--- src/design/roj_pkg.sv ---
// Shared types, field widths and codes for the rectangle overlap join.
package roj_pkg;

    localparam int TAG_W        = 16;
    localparam int IDX_PORT_W   = 6;
    localparam int COORD_PORT_W = 32;
    localparam int TOTAL_W      = 32;
    localparam int DIST_W       = 24;
    localparam int THR_W        = DIST_W + 1;
    localparam int BCOUNT_W     = 7;
    localparam int CFG_IDX_W    = 1;

    localparam logic [DIST_W-1:0] DIST_RESET = 24'd2560;

    // request codes
    localparam logic [1:0] REQ_LOAD  = 2'd0;
    localparam logic [1:0] REQ_PROBE = 2'd1;
    localparam logic [1:0] REQ_CLEAR = 2'd2;

    // configuration register indexes
    localparam logic [CFG_IDX_W-1:0] REG_DIST   = 1'd0;
    localparam logic [CFG_IDX_W-1:0] REG_BCOUNT = 1'd1;

    typedef enum logic [3:0] {
        S_IDLE  = 4'b0001,
        S_SWEEP = 4'b0010,
        S_TAIL  = 4'b0100,
        S_FLUSH = 4'b1000
    } state_t;

    // token that enters the compare stage with the head cell's entry
    typedef struct packed {
        logic step;
        logic en;
        logic last;
    } cmp_ctl_t;

    // what the compare stage reports for the token it holds
    typedef struct packed {
        logic step;
        logic hit;
        logic last;
    } res_ctl_t;

endpackage

--- src/design/roj_cmp.sv ---
// Two-step compare of the probe against the entry at the head of the row.
module roj_cmp #(
    parameter int C     = 32,
    parameter int IDX_W = 6,
    parameter int DW    = 33
) (
    input  logic                    clk,
    input  logic                    rst_n,
    input  logic                    adv,
    input  roj_pkg::cmp_ctl_t       issue_ctl,
    input  logic [IDX_W-1:0]        issue_idx,
    input  logic signed [C-1:0]     p_xl,
    input  logic signed [C-1:0]     p_yl,
    input  logic signed [C-1:0]     p_xh,
    input  logic signed [C-1:0]     p_yh,
    input  logic signed [DW-1:0]    thr_pos,
    input  logic signed [DW-1:0]    thr_neg,
    input  logic [4*C-1:0]          entry,
    output roj_pkg::res_ctl_t       res,
    output logic [IDX_W-1:0]        res_idx,
    output logic signed [C-1:0]     ov_xl,
    output logic signed [C-1:0]     ov_yl,
    output logic signed [C-1:0]     ov_xh,
    output logic signed [C-1:0]     ov_yh
);

    logic signed [C-1:0]  e_xl;
    logic signed [C-1:0]  e_yl;
    logic signed [C-1:0]  e_xh;
    logic signed [C-1:0]  e_yh;
    logic signed [DW-1:0] dx;
    logic signed [DW-1:0] dy;
    logic                 near;

    roj_pkg::cmp_ctl_t    ctl_reg;
    logic                 near_reg;
    logic [IDX_W-1:0]     idx_reg;
    logic signed [C-1:0]  xl_reg;
    logic signed [C-1:0]  yl_reg;
    logic signed [C-1:0]  xh_reg;
    logic signed [C-1:0]  yh_reg;

    assign e_xl = entry[C-1:0];
    assign e_yl = entry[2*C-1:C];
    assign e_xh = entry[3*C-1:2*C];
    assign e_yh = entry[4*C-1:3*C];

    assign dx = DW'(p_xl) - DW'(e_xl);
    assign dy = DW'(p_yl) - DW'(e_yl);

    // corner distance strictly inside the threshold on both axes
    assign near = (dx < thr_pos) && (dx > thr_neg) && (dy < thr_pos) && (dy > thr_neg);

    always_ff @(posedge clk or negedge rst_n)
    begin
        if (!rst_n)
        begin
            ctl_reg <= '0;
        end
        else if (adv)
        begin
            ctl_reg <= issue_ctl;
        end
    end

    always_ff @(posedge clk)
    begin
        if (adv)
        begin
            near_reg <= near && issue_ctl.en;
            idx_reg  <= issue_idx;
            xl_reg   <= (p_xl > e_xl) ? p_xl : e_xl;
            yl_reg   <= (p_yl > e_yl) ? p_yl : e_yl;
            xh_reg   <= (p_xh < e_xh) ? p_xh : e_xh;
            yh_reg   <= (p_yh < e_yh) ? p_yh : e_yh;
        end
    end

    assign res.step = ctl_reg.step;
    assign res.last = ctl_reg.last;
    assign res.hit  = ctl_reg.step && near_reg && (xh_reg > xl_reg) && (yh_reg > yl_reg);
    assign res_idx  = idx_reg;
    assign ov_xl    = xl_reg;
    assign ov_yl    = yl_reg;
    assign ov_xh    = xh_reg;
    assign ov_yh    = yh_reg;

endmodule

--- config.mk ---
export PLATFORM = sky130hd
export DESIGN_NAME = roj_cmp
export DESIGN_NICKNAME = d
export VERILOG_FILES = /design/src/design/roj_pkg.sv /design/src/design/roj_cmp.sv
export SDC_FILE = /design/constraint.sdc
export NUM_CORES = 1
export LEC_CHECK = 0
export BUFFER_PORTS_ARGS = -buffer_cell sky130_fd_sc_hd__buf_2
export CORE_AREA = 3 3 184 186
export DETAILED_ROUTE_END_ITERATION = 7
export DIE_AREA = 0 0 187 189
export GPL_ROUTABILITY_DRIVEN = 0
export HOLD_SLACK_MARGIN = 0.15
export PLACE_DENSITY_LB_ADDON = 0.12
export SETUP_SLACK_MARGIN = 0.02
export SLEW_MARGIN = 20
export SYNTH_ARGS = -nofsm -noshare
export SYNTH_HDL_FRONTEND = slang
export SYNTH_SLANG_ARGS = --single-unit
--- constraint.sdc ---
create_clock -name clk -period 3.5 [get_ports clk]
set_clock_uncertainty 0.15 [all_clocks]
set_input_delay 0.35 -clock clk [delete_from_list [all_inputs] [get_ports clk]]
set_output_delay 0.35 -clock clk [all_outputs]
set_load 0.05 [all_outputs]
==> flow_summary.json <==
{
  "status": "finished, violations left",
  "violations": "negative setup slack",
  "syn-cell-area_mm2": 0.0155,
  "drt_wl_total_um": 61000,
  "r2r-start": "res[2]",
  "p_total_mw": 8.75,
  "intPower_mw": 5.30,
  "drt_iter0_markers": 908,
  "drt_pre_antenna_iters": 5,
  "cp.buffers_inverters": 5,
  "ys_seq_elements": 137,
  "hold_viol": 0,
  "min_period_over_period_pct": 130,
  "hold_class": "input pin to flop",
  "die-area_mm2": 0.0353,
  "critPathMaxStageDelay_ns": 0.51,
  "synth-edff-count": 135,
  "startpoint_type": "input pin",
  "crit_fanout": 3,
  "stdcell_area_mm2": 0.0241,
  "reg2reg_depth": 1,
  "synthFlopType": "edfxtp_1",
  "worst_ep_required_time_ns": 3.65,
  "synth-seq-area-share_pct": 26.5,
  "clockBufferDepth": 2,
  "rsz0062_at_grt": "yes",
  "pwr-share-seq_pct": 24.9,
  "slew_violations": 0,
  "critPathSlowestCell": "or4_1",
  "fp.dieH_um": 189,
  "wire_per_inst_um": 19.6,
  "ant_nets": 0,
  "synth_area_leaders": "edfxtp_1, ha_1, mux2_2",
  "nFillCells": 2316,
  "worstPathCellList": "buf_2 > inv_1 > ha_1 > nand4_1 > nor4_4 > buf_4 > o31ai_2 > buf_4 > o211ai_1 > a31o_2 > a221oi_2 > buf_4 > a211o_1 > xnor2_2 > ha_1 > a21o_1 > a21o_1 > a2111oi_4 > o22ai_1 > or4_1 > nor3_2",
  "timing.final.crit_period_ns": 4.54,
  "die_x_um": 187,
  "place_ws_ns": -1.55,
  "grt_usage_pct": 32.1,
  "worst_setup_path_end_kind": "flop",
  "fp.coreArea_mm2": 0.0325,
  "clock_latency_ns": 0.45,
  "combPwrFrac_pct": 53.9,
  "path_delay_family": "compound AO/OA/AOI/OAI gates",
  "place_area_mm2": 0.0205,
  "peakVddDrop_uv": 335,
  "vias": 16808,
  "htreeDepth": 4,
  "yosys.area.top_type_share_pct": 26.2,
  "synth_nets": 2298,
  "synth_top_area_cell": "edfxtp_1",
  "max_slew.worst_pin.slew_ns": 0.765,
  "antenna_found_initial": 17,
  "min_to": "ov_xl[20]",
  "viasPerCell": 5.41,
  "p_switching_mw": 3.45,
  "clock-root-buffer": "clkbuf_16",
  "grtUsageMet1_pct": 39.8,
  "num_rows": 66,
  "path_clk_slew_ns": 0.07,
  "drive_above_1_share_pct": 36.1,
  "path_class": "input pin to flop",
  "crit_arrival_ns": 4.69,
  "hold_start": "p_xl[20]",
  "yosysWarnings": 0,
  "use_met2_pct": 53.4,
  "synth_most_common_cell": "ha_1",
  "synthCells": 1642,
  "cts_tree": "done",
  "holdPathStages": 3,
  "worst_slack_ns": -1.04,
  "grt_max_degree": 69,
  "rrSetupSlack_ns": 2.55,
  "synthArstFlopShare_pct": 1.46,
  "postLayoutCoreUtil_pct": 74.4,
  "synth_common_cells": "ha_1, inv_1, edfxtp_1, a21oi_1, a21o_1",
  "p_per_area_mw_per_mm2": 363,
  "timing.fmax_ghz": 0.220,
  "top_usage_layer": "met2",
  "start_util_pct": 47.7,
  "grt_pass1_wl_um": 90000,
  "clkPwrFrac_pct": 21.3,
  "ios": 471,
  "drc_errors": 0,
  "holdWs_ns": 0.157,
  "grt_pass1_vias": 17420,
  "finalSetupViolations": 42,
  "yosysUniqueCellTypes": 61,
  "reg2reg_to": "res[2]",
  "grt_overflow": 0,
  "swShare_pct": 39.5,
  "crit_top_cell": "buf_4",
  "area_growth_pct": 55.9,
  "p_leak_nw": 12.7,
  "portBuffers": 470,
  "nets": 3284,
  "cap_violations": 0,
  "numCtsBuffers": 17,
  "slew_headroom_pct": 49.0,
  "hpwl_um": 44100,
  "cts_sinks": 137,
  "grt.met3_usage_pct": 5.67,
  "synth.avg_cell_area_um2": 9.43
}
layout by cell type (no fill, tap or decap), types with 11 or more instances in the layout:
cell type / synthesis / routed
nor2b_1: 22 / 20
xnor2_1: 42 / 39
edfxtp_1: 135 / 135
diode_2: 0 / 23
ha_1: 320 / 311
xor2_1: 12 / 11
o21ai_0: 63 / 58
mux2_4: 29 / 34
buf_4: 0 / 265
mux2_2: 99 / 94
nand3_1: 24 / 24
inv_1: 289 / 283
dlygate4sd3_1: 0 / 237
buf_2: 6 / 449
a21o_1: 104 / 104
clkbuf_16: 0 / 21
nand4_1: 50 / 50
a211oi_1: 13 / 11
o21a_1: 15 / 14
dlymetal6s4s_1: 0 / 14
nand2_1: 56 / 56
a21oi_1: 121 / 113
nand2b_1: 21 / 21
nor3_1: 26 / 24
nor2_1: 62 / 62
logic make-up (layout without fill, tap and decap cells):
| logic type | Yosys count | after routing | share of synthesized area [%] |
|---|---|---|---|
| flops | 137 | 137 | 26.5 |
| fa+ha+maj | 322 | 322 | 26.1 |
| compound gates | 391 | 391 | 16.4 |
| xor+xnor | 54 | 54 | 3.05 |
| simple gates | 297 | 297 | 9.88 |
| mux | 134 | 134 | 10.4 |
| buf+inv | 307 | 1306 | 7.63 |
| other cells | 0 | 23 | 0 |
per-stage QoR:
stage | setup TNS, ns | cells
final | -2.97 | 3106
after global routing | -8.74 | 3100
after CTS | -1.07 | 3086
after detailed placement | -22.06 | 2802
after global placement | -16.47 | 2802
after floorplan | -1.14 | 1642
worst max path at each step:
| stage | cells after the start | to | from | slack, ns |
|---|---|---|---|---|
| 2_1_floorplan | 22 | near_reg | p_xl[0] | -1.14 |
| 3_3_place_gp | 21 | near_reg | entry[1] | -1.47 |
| 3_5_place_dp | 23 | near_reg | p_xl[0] | -1.55 |
| 4_1_cts | 23 | near_reg | p_xl[0] | -1.06 |
| 5_1_grt | 21 | near_reg | entry[11] | -1.13 |
| 6_report | 21 | near_reg | entry[11] | -1.04 |
metal layers:
layer | share of wire [%] | vias up
li1 | - | 7991
met5 | 0 | -
met3 | 6.7 | 234
met1 | 41 | 7834
met4 | 6.1 | 0
met2 | 46 | 749
final cells by class:
class	count	area (um2)	area share, %
multi-input combinational	1198	10600	44.0
inverter	289	1090	4.52
clock inverter	14	156	0.648
timing repair buffer	985	7140	29.6
antenna	23	57.6	0.238
sequential	137	4100	17.0
tap	442	553	2.29
clock buffer	18	429	1.78
power groups by stage:
stage                     clock, mW  combinational (mW)  sequential [mW]
after floorplan                   0                1.98             2.80
after global placement            0                4.07             2.19
after detailed placement          0                4.17             2.20
after CTS                      1.85                4.44             2.17
after global routing           1.94                5.11             2.19
final                          1.86                4.72             2.18
repair_timing:
action,in CTS,in global routing
buffers inserted,1,7
hold buffers,251,0
setup endpoints to repair,4,97
pin swaps,21,29
resized for setup,19,69
hold endpoints to repair,132,0
gates cloned,0,7
Power figures use the tool's default switching activity.
