**config.mk**
```make
export PLATFORM = sky130hd
export DESIGN_NAME = roj_cell
export DESIGN_NICKNAME = d
export VERILOG_FILES = /design/src/design/roj_cell.sv
export SDC_FILE = /design/constraint.sdc
export NUM_CORES = 1
export LEC_CHECK = 0
export BUFFER_PORTS_ARGS = -buffer_cell sky130_fd_sc_hd__buf_2
export CORE_AREA = 2 2 152 154
export DETAILED_ROUTE_END_ITERATION = 6
export DIE_AREA = 0 0 154 156
export PLACE_DENSITY = 0.51
export SLEW_MARGIN = 20
export SYNTH_ARGS = -nofsm -noshare
export SYNTH_HDL_FRONTEND = slang
export SYNTH_SLANG_ARGS = --single-unit
```
**constraint.sdc**
```tcl
create_clock -name clk -period 2.6 [get_ports clk]
set_input_delay 0.39 -clock clk [delete_from_list [all_inputs] [get_ports clk]]
set_output_delay 0.39 -clock clk [all_outputs]
set_load 0.03 [all_outputs]
```
**src/design/roj_cell.sv**
```systemverilog
// One storage cell of the rotating rectangle row.
module roj_cell #(
    parameter int RW = 128
) (
    input  logic          clk,
    input  logic          shift_en,
    input  logic [RW-1:0] shift_in,
    input  logic          load_en,
    input  logic [RW-1:0] load_data,
    output logic [RW-1:0] rect
);

    logic [RW-1:0] rect_reg;
    logic [RW-1:0] rect_next;

    always_comb
    begin
        rect_next = rect_reg;
        if (load_en)
        begin
            rect_next = load_data;
        end
        else if (shift_en)
        begin
            rect_next = shift_in;
        end
    end

    always_ff @(posedge clk)
    begin
        rect_reg <= rect_next;
    end

    assign rect = rect_reg;

endmodule

```
==> run metrics, run 1 <==
outcome=completed; Gate power share=19.3%; Die ar.=24020 um^2; WP buf/inv=1; Worst Setup End Kind=primary output; synth warn=0; clk slew on worst S/H paths=0.06 ns; via count=3956; Peak VDD IR=361.3 uV; Critical Setup Path Class=flop to primary output; nets@finish=925; final hold vios=0; overall die width=154 um; Max-Slew Margin vs Limit=74.13%; Sink Count=128; initial antenna violation count=0; Pleak=3.636 nW; Switch Pwr=1.653 mW; switching fraction of total power=27.44%; clock buffer count from CTS=17; vias per inst=4.104; port bufs=386; clock root cell=clkbuf_16; ANT nets after route=0; RSZ-0062 raised after global routing=false; DPL Wire Length=12.16 mm; post-CTS sizing=0; Flop pwr share=43.0%; ordered cell list for the critical path=buf_2; Core Rows=55; Internal=4.372 mW; Fmax=702.1 MHz; Top Family by Delay on Critical Path=flip-flops; Worst path slowest cell=edfxtp_1; crit path DAT=1.03 ns; Setup crit start kind=flop; Cells after Synth=271; final worst path period need=1.424 ns; synth-to-layout area growth=51.06%; setup bufs post-CTS=0; post-synthesis sequential area ratio=70.62%; Max Buffers Root-to-Sink=2; crit-path max cell delay=0.42 ns; Worst-Margin Slew=0.3880 ns; Routability Congestion=0.7984; Die H=156 um; syn_area_per_cell=20.08 um^2; worst hold stages=2; Worst Path Required=2.21 ns; cell area after synthesis=5443 um^2; Inserted Diodes=0; H-tree levels=4; first-pass GRT wire length=22.83 mm; setup TNS=0 ns; P per Cell Area=732.9 nW/um^2; total grt overflow=0; core area=22370 um^2; drc violations=0; Maximum Capacitance Violations=0; share of layout cells above drive strength 1=80.41%; Initial Utilization=24.34%; setup violators final=0; DR pass1 iterations=4; clock power share=37.7%; IO Pins=387; Yosys cell types=5; hold crit path type=input port to flop; Worst Path Max Fanout=1; # hold bufs at CTS=0; post-route clock period utilization=54.78%; max FFs per register=128; flops & latches, synth=128; number of global-route vias before repair=4342; total power=6.026 mW; routed len/inst=16.28 um; initial DRC count=144; Slew Viols, Final=0; Crit path depth=1; pin count of the biggest net entering global routing=68; TritonCTS clock tree=yes; GRT Overall Usage=12.58%; final WL=15.69 mm; Syn Nets=530
==> through the flow <==
| step | std cells | hold slack, ns | cell area, um^2 | utilization [%] | setup WS (ns) |
|---|---|---|---|---|---|
| finish | 964 | 0.2772 | 8222 | 36.76 | 1.176 |
| global route | 964 | 0.2527 | 8222 | 36.76 | 1.126 |
| CTS | 964 | 0.2470 | 8222 | 36.76 | 1.147 |
| detailed placement | 932 | 0.6942 | 7665 | 34.27 | 1.047 |
| global placement | 932 | 0.6910 | 7665 | 34.27 | 1.076 |
| floorplan | 271 | 0.6098 | 5445 | - | 0.5683 |
==> cell usage in the layout, fill, tap and decap left out <==
| master | netlist | routed |
|---|---|---|
| clkinvlp_4 | 0 | 2 |
| or2_4 | 0 | 1 |
| clkbuf_16 | 0 | 17 |
| bufinv_16 | 0 | 2 |
| clkbuf_1 | 0 | 4 |
| buf_12 | 0 | 4 |
| mux2_2 | 128 | 128 |
| clkinv_2 | 0 | 4 |
| buf_2 | 1 | 385 |
| clkinv_4 | 0 | 2 |
| clkinv_1 | 0 | 1 |
| edfxtp_1 | 128 | 128 |
| buf_4 | 0 | 1 |
==> power by group through the flow <==
stage / clock network (mW) / logic (mW) / registers (mW)
after floorplan: 0 / 0.240 / 3.11
after global placement: 0 / 1.16 / 2.63
after detailed placement: 0 / 1.17 / 2.64
after CTS: 2.35 / 1.18 / 2.60
after global routing: 2.45 / 1.23 / 2.61
final: 2.27 / 1.16 / 2.59
==> final cells by class <==
| cell class | instances | area [um^2] |
|---|---|---|
| Sequential cell | 128 | 3844 |
| Clock inverter | 11 | 116.4 |
| Clock buffer | 21 | 440.4 |
| Multi-Input combinational cell | 129 | 1450 |
| Fill cell | 2157 | 14140 |
| Timing Repair Buffer | 390 | 2014 |
| Tap cell | 285 | 356.6 |
==> Yosys cell counts <==
library cell | number | area share (%)
edfxtp_1 | 128 | 71
or2_2 | 1 | 0.12
buf_2 | 1 | 0.092
buf_6 | 13 | 2.7
mux2_2 | 128 | 26
==> final timing paths <==
kind  slack [ns]                 end                 from
max         1.18           rect[102]  rect[102]$_DFFE_PP_
min         0.28  rect[41]$_DFFE_PP_         shift_in[41]
==> metal layers <==
layer  routed length (um)  global-route usage [%]  up-vias
met3                 1535                   5.417       25
met2                 8387                   23.25      224
met1                 5407                   12.02     1843
li1                     -                       -     1864
met5                    0                       0        -
met4                  363                   5.919        0
==> kinds of logic (layout without fill, tap and decap cells) <==
kind of cell | Yosys count | in the layout | share of synthesized area, %
simple gates | 1 | 1 | 0.1150
mux | 128 | 128 | 26.48
flops | 128 | 128 | 70.62
buf+inv | 14 | 422 | 2.782
Note: power is estimated with default switching activity, not from simulation.
==> run 2: changes to the inputs <==
Settings changed: ABC_AREA set to 1, CORE_AREA 2 2 152 154 to 2 2 148 150, DIE_AREA 0 0 154 156 to 0 0 150 152, PLACE_DENSITY 0.51 to 0.52.
Clock period 2.6 ns to 1.5 ns, I/O delays scaled along.
==> run metrics, run 2 <==
outcome=completed; crit-path max cell delay=0.41 ns; Yosys cell types=6; cell area after synthesis=5470 um^2; GRT Overall Usage=14.77%; ANT nets after route=0; Peak VDD IR=648.2 uV; number of fill cells in the layout=2191; Sink Count=128; setup bufs post-CTS=0; flops & latches, synth=128; Primary FF master, synth=edfxtp_1; Worst path slowest cell=edfxtp_1; total grt overflow=0; Initial Utilization=25.62%; CP Launch Point=rect[18]$_DFFE_PP_; Gate power share=19.7%; Setup crit start kind=flop; number of global-route vias before repair=4635; clock root cell=clkbuf_16; Worst Setup EP=rect[18]; clock power share=37.6%; final worst path period need=1.256 ns; leading cell type in the layout, fill and taps excluded=buf_2; Routability Congestion=0.7805; DR pass1 iterations=4; Worst Path Required=1.27 ns; Cells after Synth=542; Switch Pwr=3.159 mW; top-count cell post-synth=nand2_1; share of layout cells above drive strength 1=45.48%; switching fraction of total power=30.08%; hold crit path type=input port to flop; synth-to-layout area growth=51.74%; Max Buffers Root-to-Sink=2; Die H=152 um; ordered cell list for the critical path=buf_2; setup TNS=0 ns; clk slew on worst S/H paths=0.07 ns; hold_sp=shift_in[120]; largest area contributor in the netlist=edfxtp_1; via count=4936; Post-Place Cells=1189; WP buf/inv=1; total power=10.50 mW; core area=21350 um^2; post-route clock period utilization=83.73%; post-CTS sizing=0; Top Family by Delay on Critical Path=flip-flops; Internal=7.343 mW; pin count of the biggest net entering global routing=67; first-pass GRT wire length=25.28 mm; Area contributors post-synth=edfxtp_1 70%, nand2_1 26%, buf_4 1.9%, buf_2 1.3%, or2_2 0.11%; Non-Filler Instances=1221; Async SR Flop Fraction=0%; number of flops mapped to enable cells by yosys=128; Critical Setup Path Class=flop to primary output; Fmax=796.2 MHz; vias per inst=4.043; Pleak=4.326 nW; max FFs per register=128; Max-Slew Margin vs Limit=77.94%; final hold vios=0; initial antenna violation count=1; synth warn=0; routed len/inst=14.17 um; Slew Viols, Final=0; P per Cell Area=1265 nW/um^2; IO Pins=387; Core Rows=54; Inserted Diodes=0; top cells by count, synth=384 x nand2_1, 128 x edfxtp_1, 14 x buf_2, 14 x buf_4; crit path DAT=1.03 ns; Util after Layout=38.88%; Maximum Capacitance Violations=0; Flop pwr share=42.7%; Crit path depth=1; post-synthesis sequential area ratio=70.27%; share of the synthesized area in the top cell type=70.27%; syn_area_per_cell=10.09 um^2; final WL=17.30 mm; most frequent cells in the layout=385 x buf_2, 384 x nand2_1, 128 x edfxtp_1, 17 x clkbuf_16, 7 x buf_12; Worst Path Max Fanout=1; Worst Setup End Kind=primary output; worst hold stages=3; Register Area=3844 um^2; clock buffer count from CTS=17; port bufs=386; # hold bufs at CTS=0; Syn Nets=801; initial DRC count=253; Worst-Margin Slew=0.3308 ns; DPL Wire Length=13.07 mm; setup violators final=0; overall die width=150 um; nets@finish=1187; RSZ-0062 raised after global routing=false; TritonCTS clock tree=yes; multi-input combinational cell area=1450 um^2; Die ar.=22800 um^2; H-tree levels=4; drc violations=0
-- run 2: metal layers --
| metal | vias up | global-route usage, % | wire length [um] |
|---|---|---|---|
| met5 | - | 0 | 13 |
| met4 | 2 | 5.705 | 239 |
| met3 | 17 | 5.616 | 1734 |
| met2 | 236 | 26.57 | 8933 |
| met1 | 2157 | 15.37 | 6375 |
| li1 | 2524 | - | - |
-- run 2: layout make-up --
type	count	area share (%)
clock buffers	18	5.170
clock inverters	14	1.583
inverters	1	0.07537
multi-input cells	385	17.47
flip-flops and latches	128	46.31
well taps	280	4.221
repair buffers	395	25.17
-- run 2: logic make-up (layout without fill, tap and decap cells) --
group         after synthesis  in the layout  share of synthesized area [%]
simple gates              385            385                          26.46
flops                     128            128                          70.27
buf+inv                    29            428                          3.271
-- run 2: per-stage QoR --
step	worst slack [ns]	hold slack, ns	area [um^2]
floorplan	-0.1983	0.4036	5480
global placement	0.3525	0.4889	7740
detailed placement	0.3502	0.4922	7740
CTS	0.1907	0.04316	8300
global route	0.1852	0.05882	8300
finish	0.2441	0.07237	8300
-- run 2: worst min path at each step --
| stage | endpoint | slack [ns] |
|---|---|---|
| 2_1_floorplan | rect[0]$_DFFE_PP_ | 0.40 |
| 3_3_place_gp | rect[85]$_DFFE_PP_ | 0.49 |
| 3_5_place_dp | rect[45]$_DFFE_PP_ | 0.49 |
| 4_1_cts | rect[122]$_DFFE_PP_ | 0.04 |
| 5_1_grt | rect[111]$_DFFE_PP_ | 0.06 |
| 6_report | rect[120]$_DFFE_PP_ | 0.07 |
-- run 2: power groups by stage --
stage / clock network, mW / registers, mW / logic (mW)
floorplan: 0 / 5.40 / 0.388
finish: 3.94 / 4.49 / 2.07
detailed placement: 0 / 4.57 / 2.10
global route: 4.23 / 4.53 / 2.23
global placement: 0 / 4.56 / 2.10
CTS: 4.08 / 4.50 / 2.10
==> run 3: changes to the inputs <==
Settings changed: ABC_AREA 1 to 0, CORE_AREA 2 2 148 150 to 2 2 152 154, DIE_AREA 0 0 150 152 to 0 0 154 156, PLACE_DENSITY 0.52 to 0.49.
Clock period 1.5 ns to 1.2 ns, I/O delays scaled along.
==> run metrics, run 3 (synthesized netlist as in run 1, its figures left out) <==
number of fill cells in the layout=2152; DR pass1 iterations=4; Register Area=3844 um^2; setup violators final=0; initial DRC count=121; max FFs per register=128; first-pass GRT wire length=23.76 mm; vias per inst=4.142; IO Pins=387; port bufs=386; crit path DAT=1.00 ns; Util after Layout=38.67%; multi-input combinational cell area=1450 um^2; Max-Slew Margin vs Limit=82.09%; Core Rows=55; ordered cell list for the critical path=buf_6; Slew Viols, Final=0; Worst Setup End Kind=primary output; TritonCTS clock tree=yes; DPL Wire Length=12.64 mm; clock root cell=clkbuf_16; clk slew on worst S/H paths=0.06 ns; routed len/inst=16.56 um; Top Family by Delay on Critical Path=flip-flops; setup bufs post-CTS=0; Crit path depth=1; switching fraction of total power=26.11%; Die H=156 um; P per Cell Area=1639 nW/um^2; Initial Utilization=24.34%; total grt overflow=0; Flop pwr share=39.7%; ANT nets after route=0; worst hold stages=2; Critical Setup Path Class=flop to primary output; final WL=16.28 mm; WP buf/inv=1; Worst-Margin Slew=0.2687 ns; hold_sp=shift_in[117]; initial antenna violation count=1; number of global-route vias before repair=4362; Worst path slowest cell=edfxtp_1; total power=14.18 mW; overall die width=154 um; pin count of the biggest net entering global routing=46; Internal=10.48 mW; clock buffer count from CTS=17; outcome=completed; Routability Congestion=0.7408; Worst Setup EP=rect[84]; Non-Filler Instances=983; final worst path period need=1.176 ns; Pleak=3.835 nW; Switch Pwr=3.702 mW; # hold bufs at CTS=0; Sink Count=128; Worst Path Max Fanout=1; nets@finish=944; Hold Slack=0.06357 ns; Die ar.=24020 um^2; Peak VDD IR=778.1 uV; Max Buffers Root-to-Sink=2; crit-path max cell delay=0.42 ns; RSZ-0062 raised after global routing=true; most frequent cells in the layout=359 x buf_2, 128 x mux2_2, 128 x edfxtp_1, 25 x buf_4, 17 x clkbuf_16; via count=4072; CP Launch Point=rect[84]$_DFFE_PP_; Worst Path Required=1.02 ns; final hold vios=0; drc violations=0; clock power share=41.4%; Setup crit start kind=flop; synth-to-layout area growth=58.92%; core area=22370 um^2; leading cell type in the layout, fill and taps excluded=buf_2; Inserted Diodes=0; Maximum Capacitance Violations=0; Post-Place Cells=951; hold crit path type=input port to flop; Gate power share=18.9%; GRT Overall Usage=13.10%; post-route clock period utilization=98.00%; share of layout cells above drive strength 1=81.23%; H-tree levels=4; Fmax=850.3 MHz
run 3: changes by cell type in the layout (fill, tap and decap cells not counted), sizes merged, moves of 2 or more:
| cell | change |
|---|---|
| inv | -4 |
| nand2 | -384 |
| bufinv | +5 |
| clkinvlp | -2 |
| buf | +13 |
| mux2 | +128 |
run 3: worst min path at each step:
stage                                      to  slack (ns)
after detailed placement   rect[59]$_DFFE_PP_        0.48
after global routing      rect[126]$_DFFE_PP_        0.04
after global placement     rect[41]$_DFFE_PP_        0.48
after CTS                 rect[117]$_DFFE_PP_        0.03
final                     rect[117]$_DFFE_PP_        0.06
after floorplan           rect[100]$_DFFE_PP_        0.40
run 3: power groups by stage:
stage                     logic, mW  registers (mW)  clock network, mW
after floorplan               0.526            6.75                  0
after detailed placement       2.62            5.71                  0
after global routing           2.82            5.69               6.23
after global placement         2.58            5.70                  0
final                          2.68            5.63               5.87
after CTS                      2.65            5.63               6.07
run 3: final cells by class:
cell class	count	share of cell area, %
sequential	128	44.44
timing repair buffer	409	26.96
multi-input combinational	129	16.77
clock buffer	18	4.962
tap	285	4.123
clock inverter	14	2.748
run 3: what timing repair did:
item	in CTS	in global routing
setup endpoints to repair	6	26
resized for setup	11	50
pin swaps	0	0
run 3: through the flow:
step                worst slack (ns)  setup TNS (ns)  instance area (um^2)
floorplan                    -0.5880          -75.27                  5458
global placement            -0.07616          -5.537                  7858
global route                -0.03791        -0.09956                  8650
detailed placement           -0.1254          -10.15                  7858
CTS                         -0.04209        -0.05653                  8558
finish                       0.02395               0                  8650
run 3: metal layers:
layer	share of wire, %	routed length (um)	track usage (%)
met1	37	5986	14.00
met2	54	8780	23.94
met3	7.8	1267	4.472
met5	0.080	13	0
met4	1.4	227	4.895
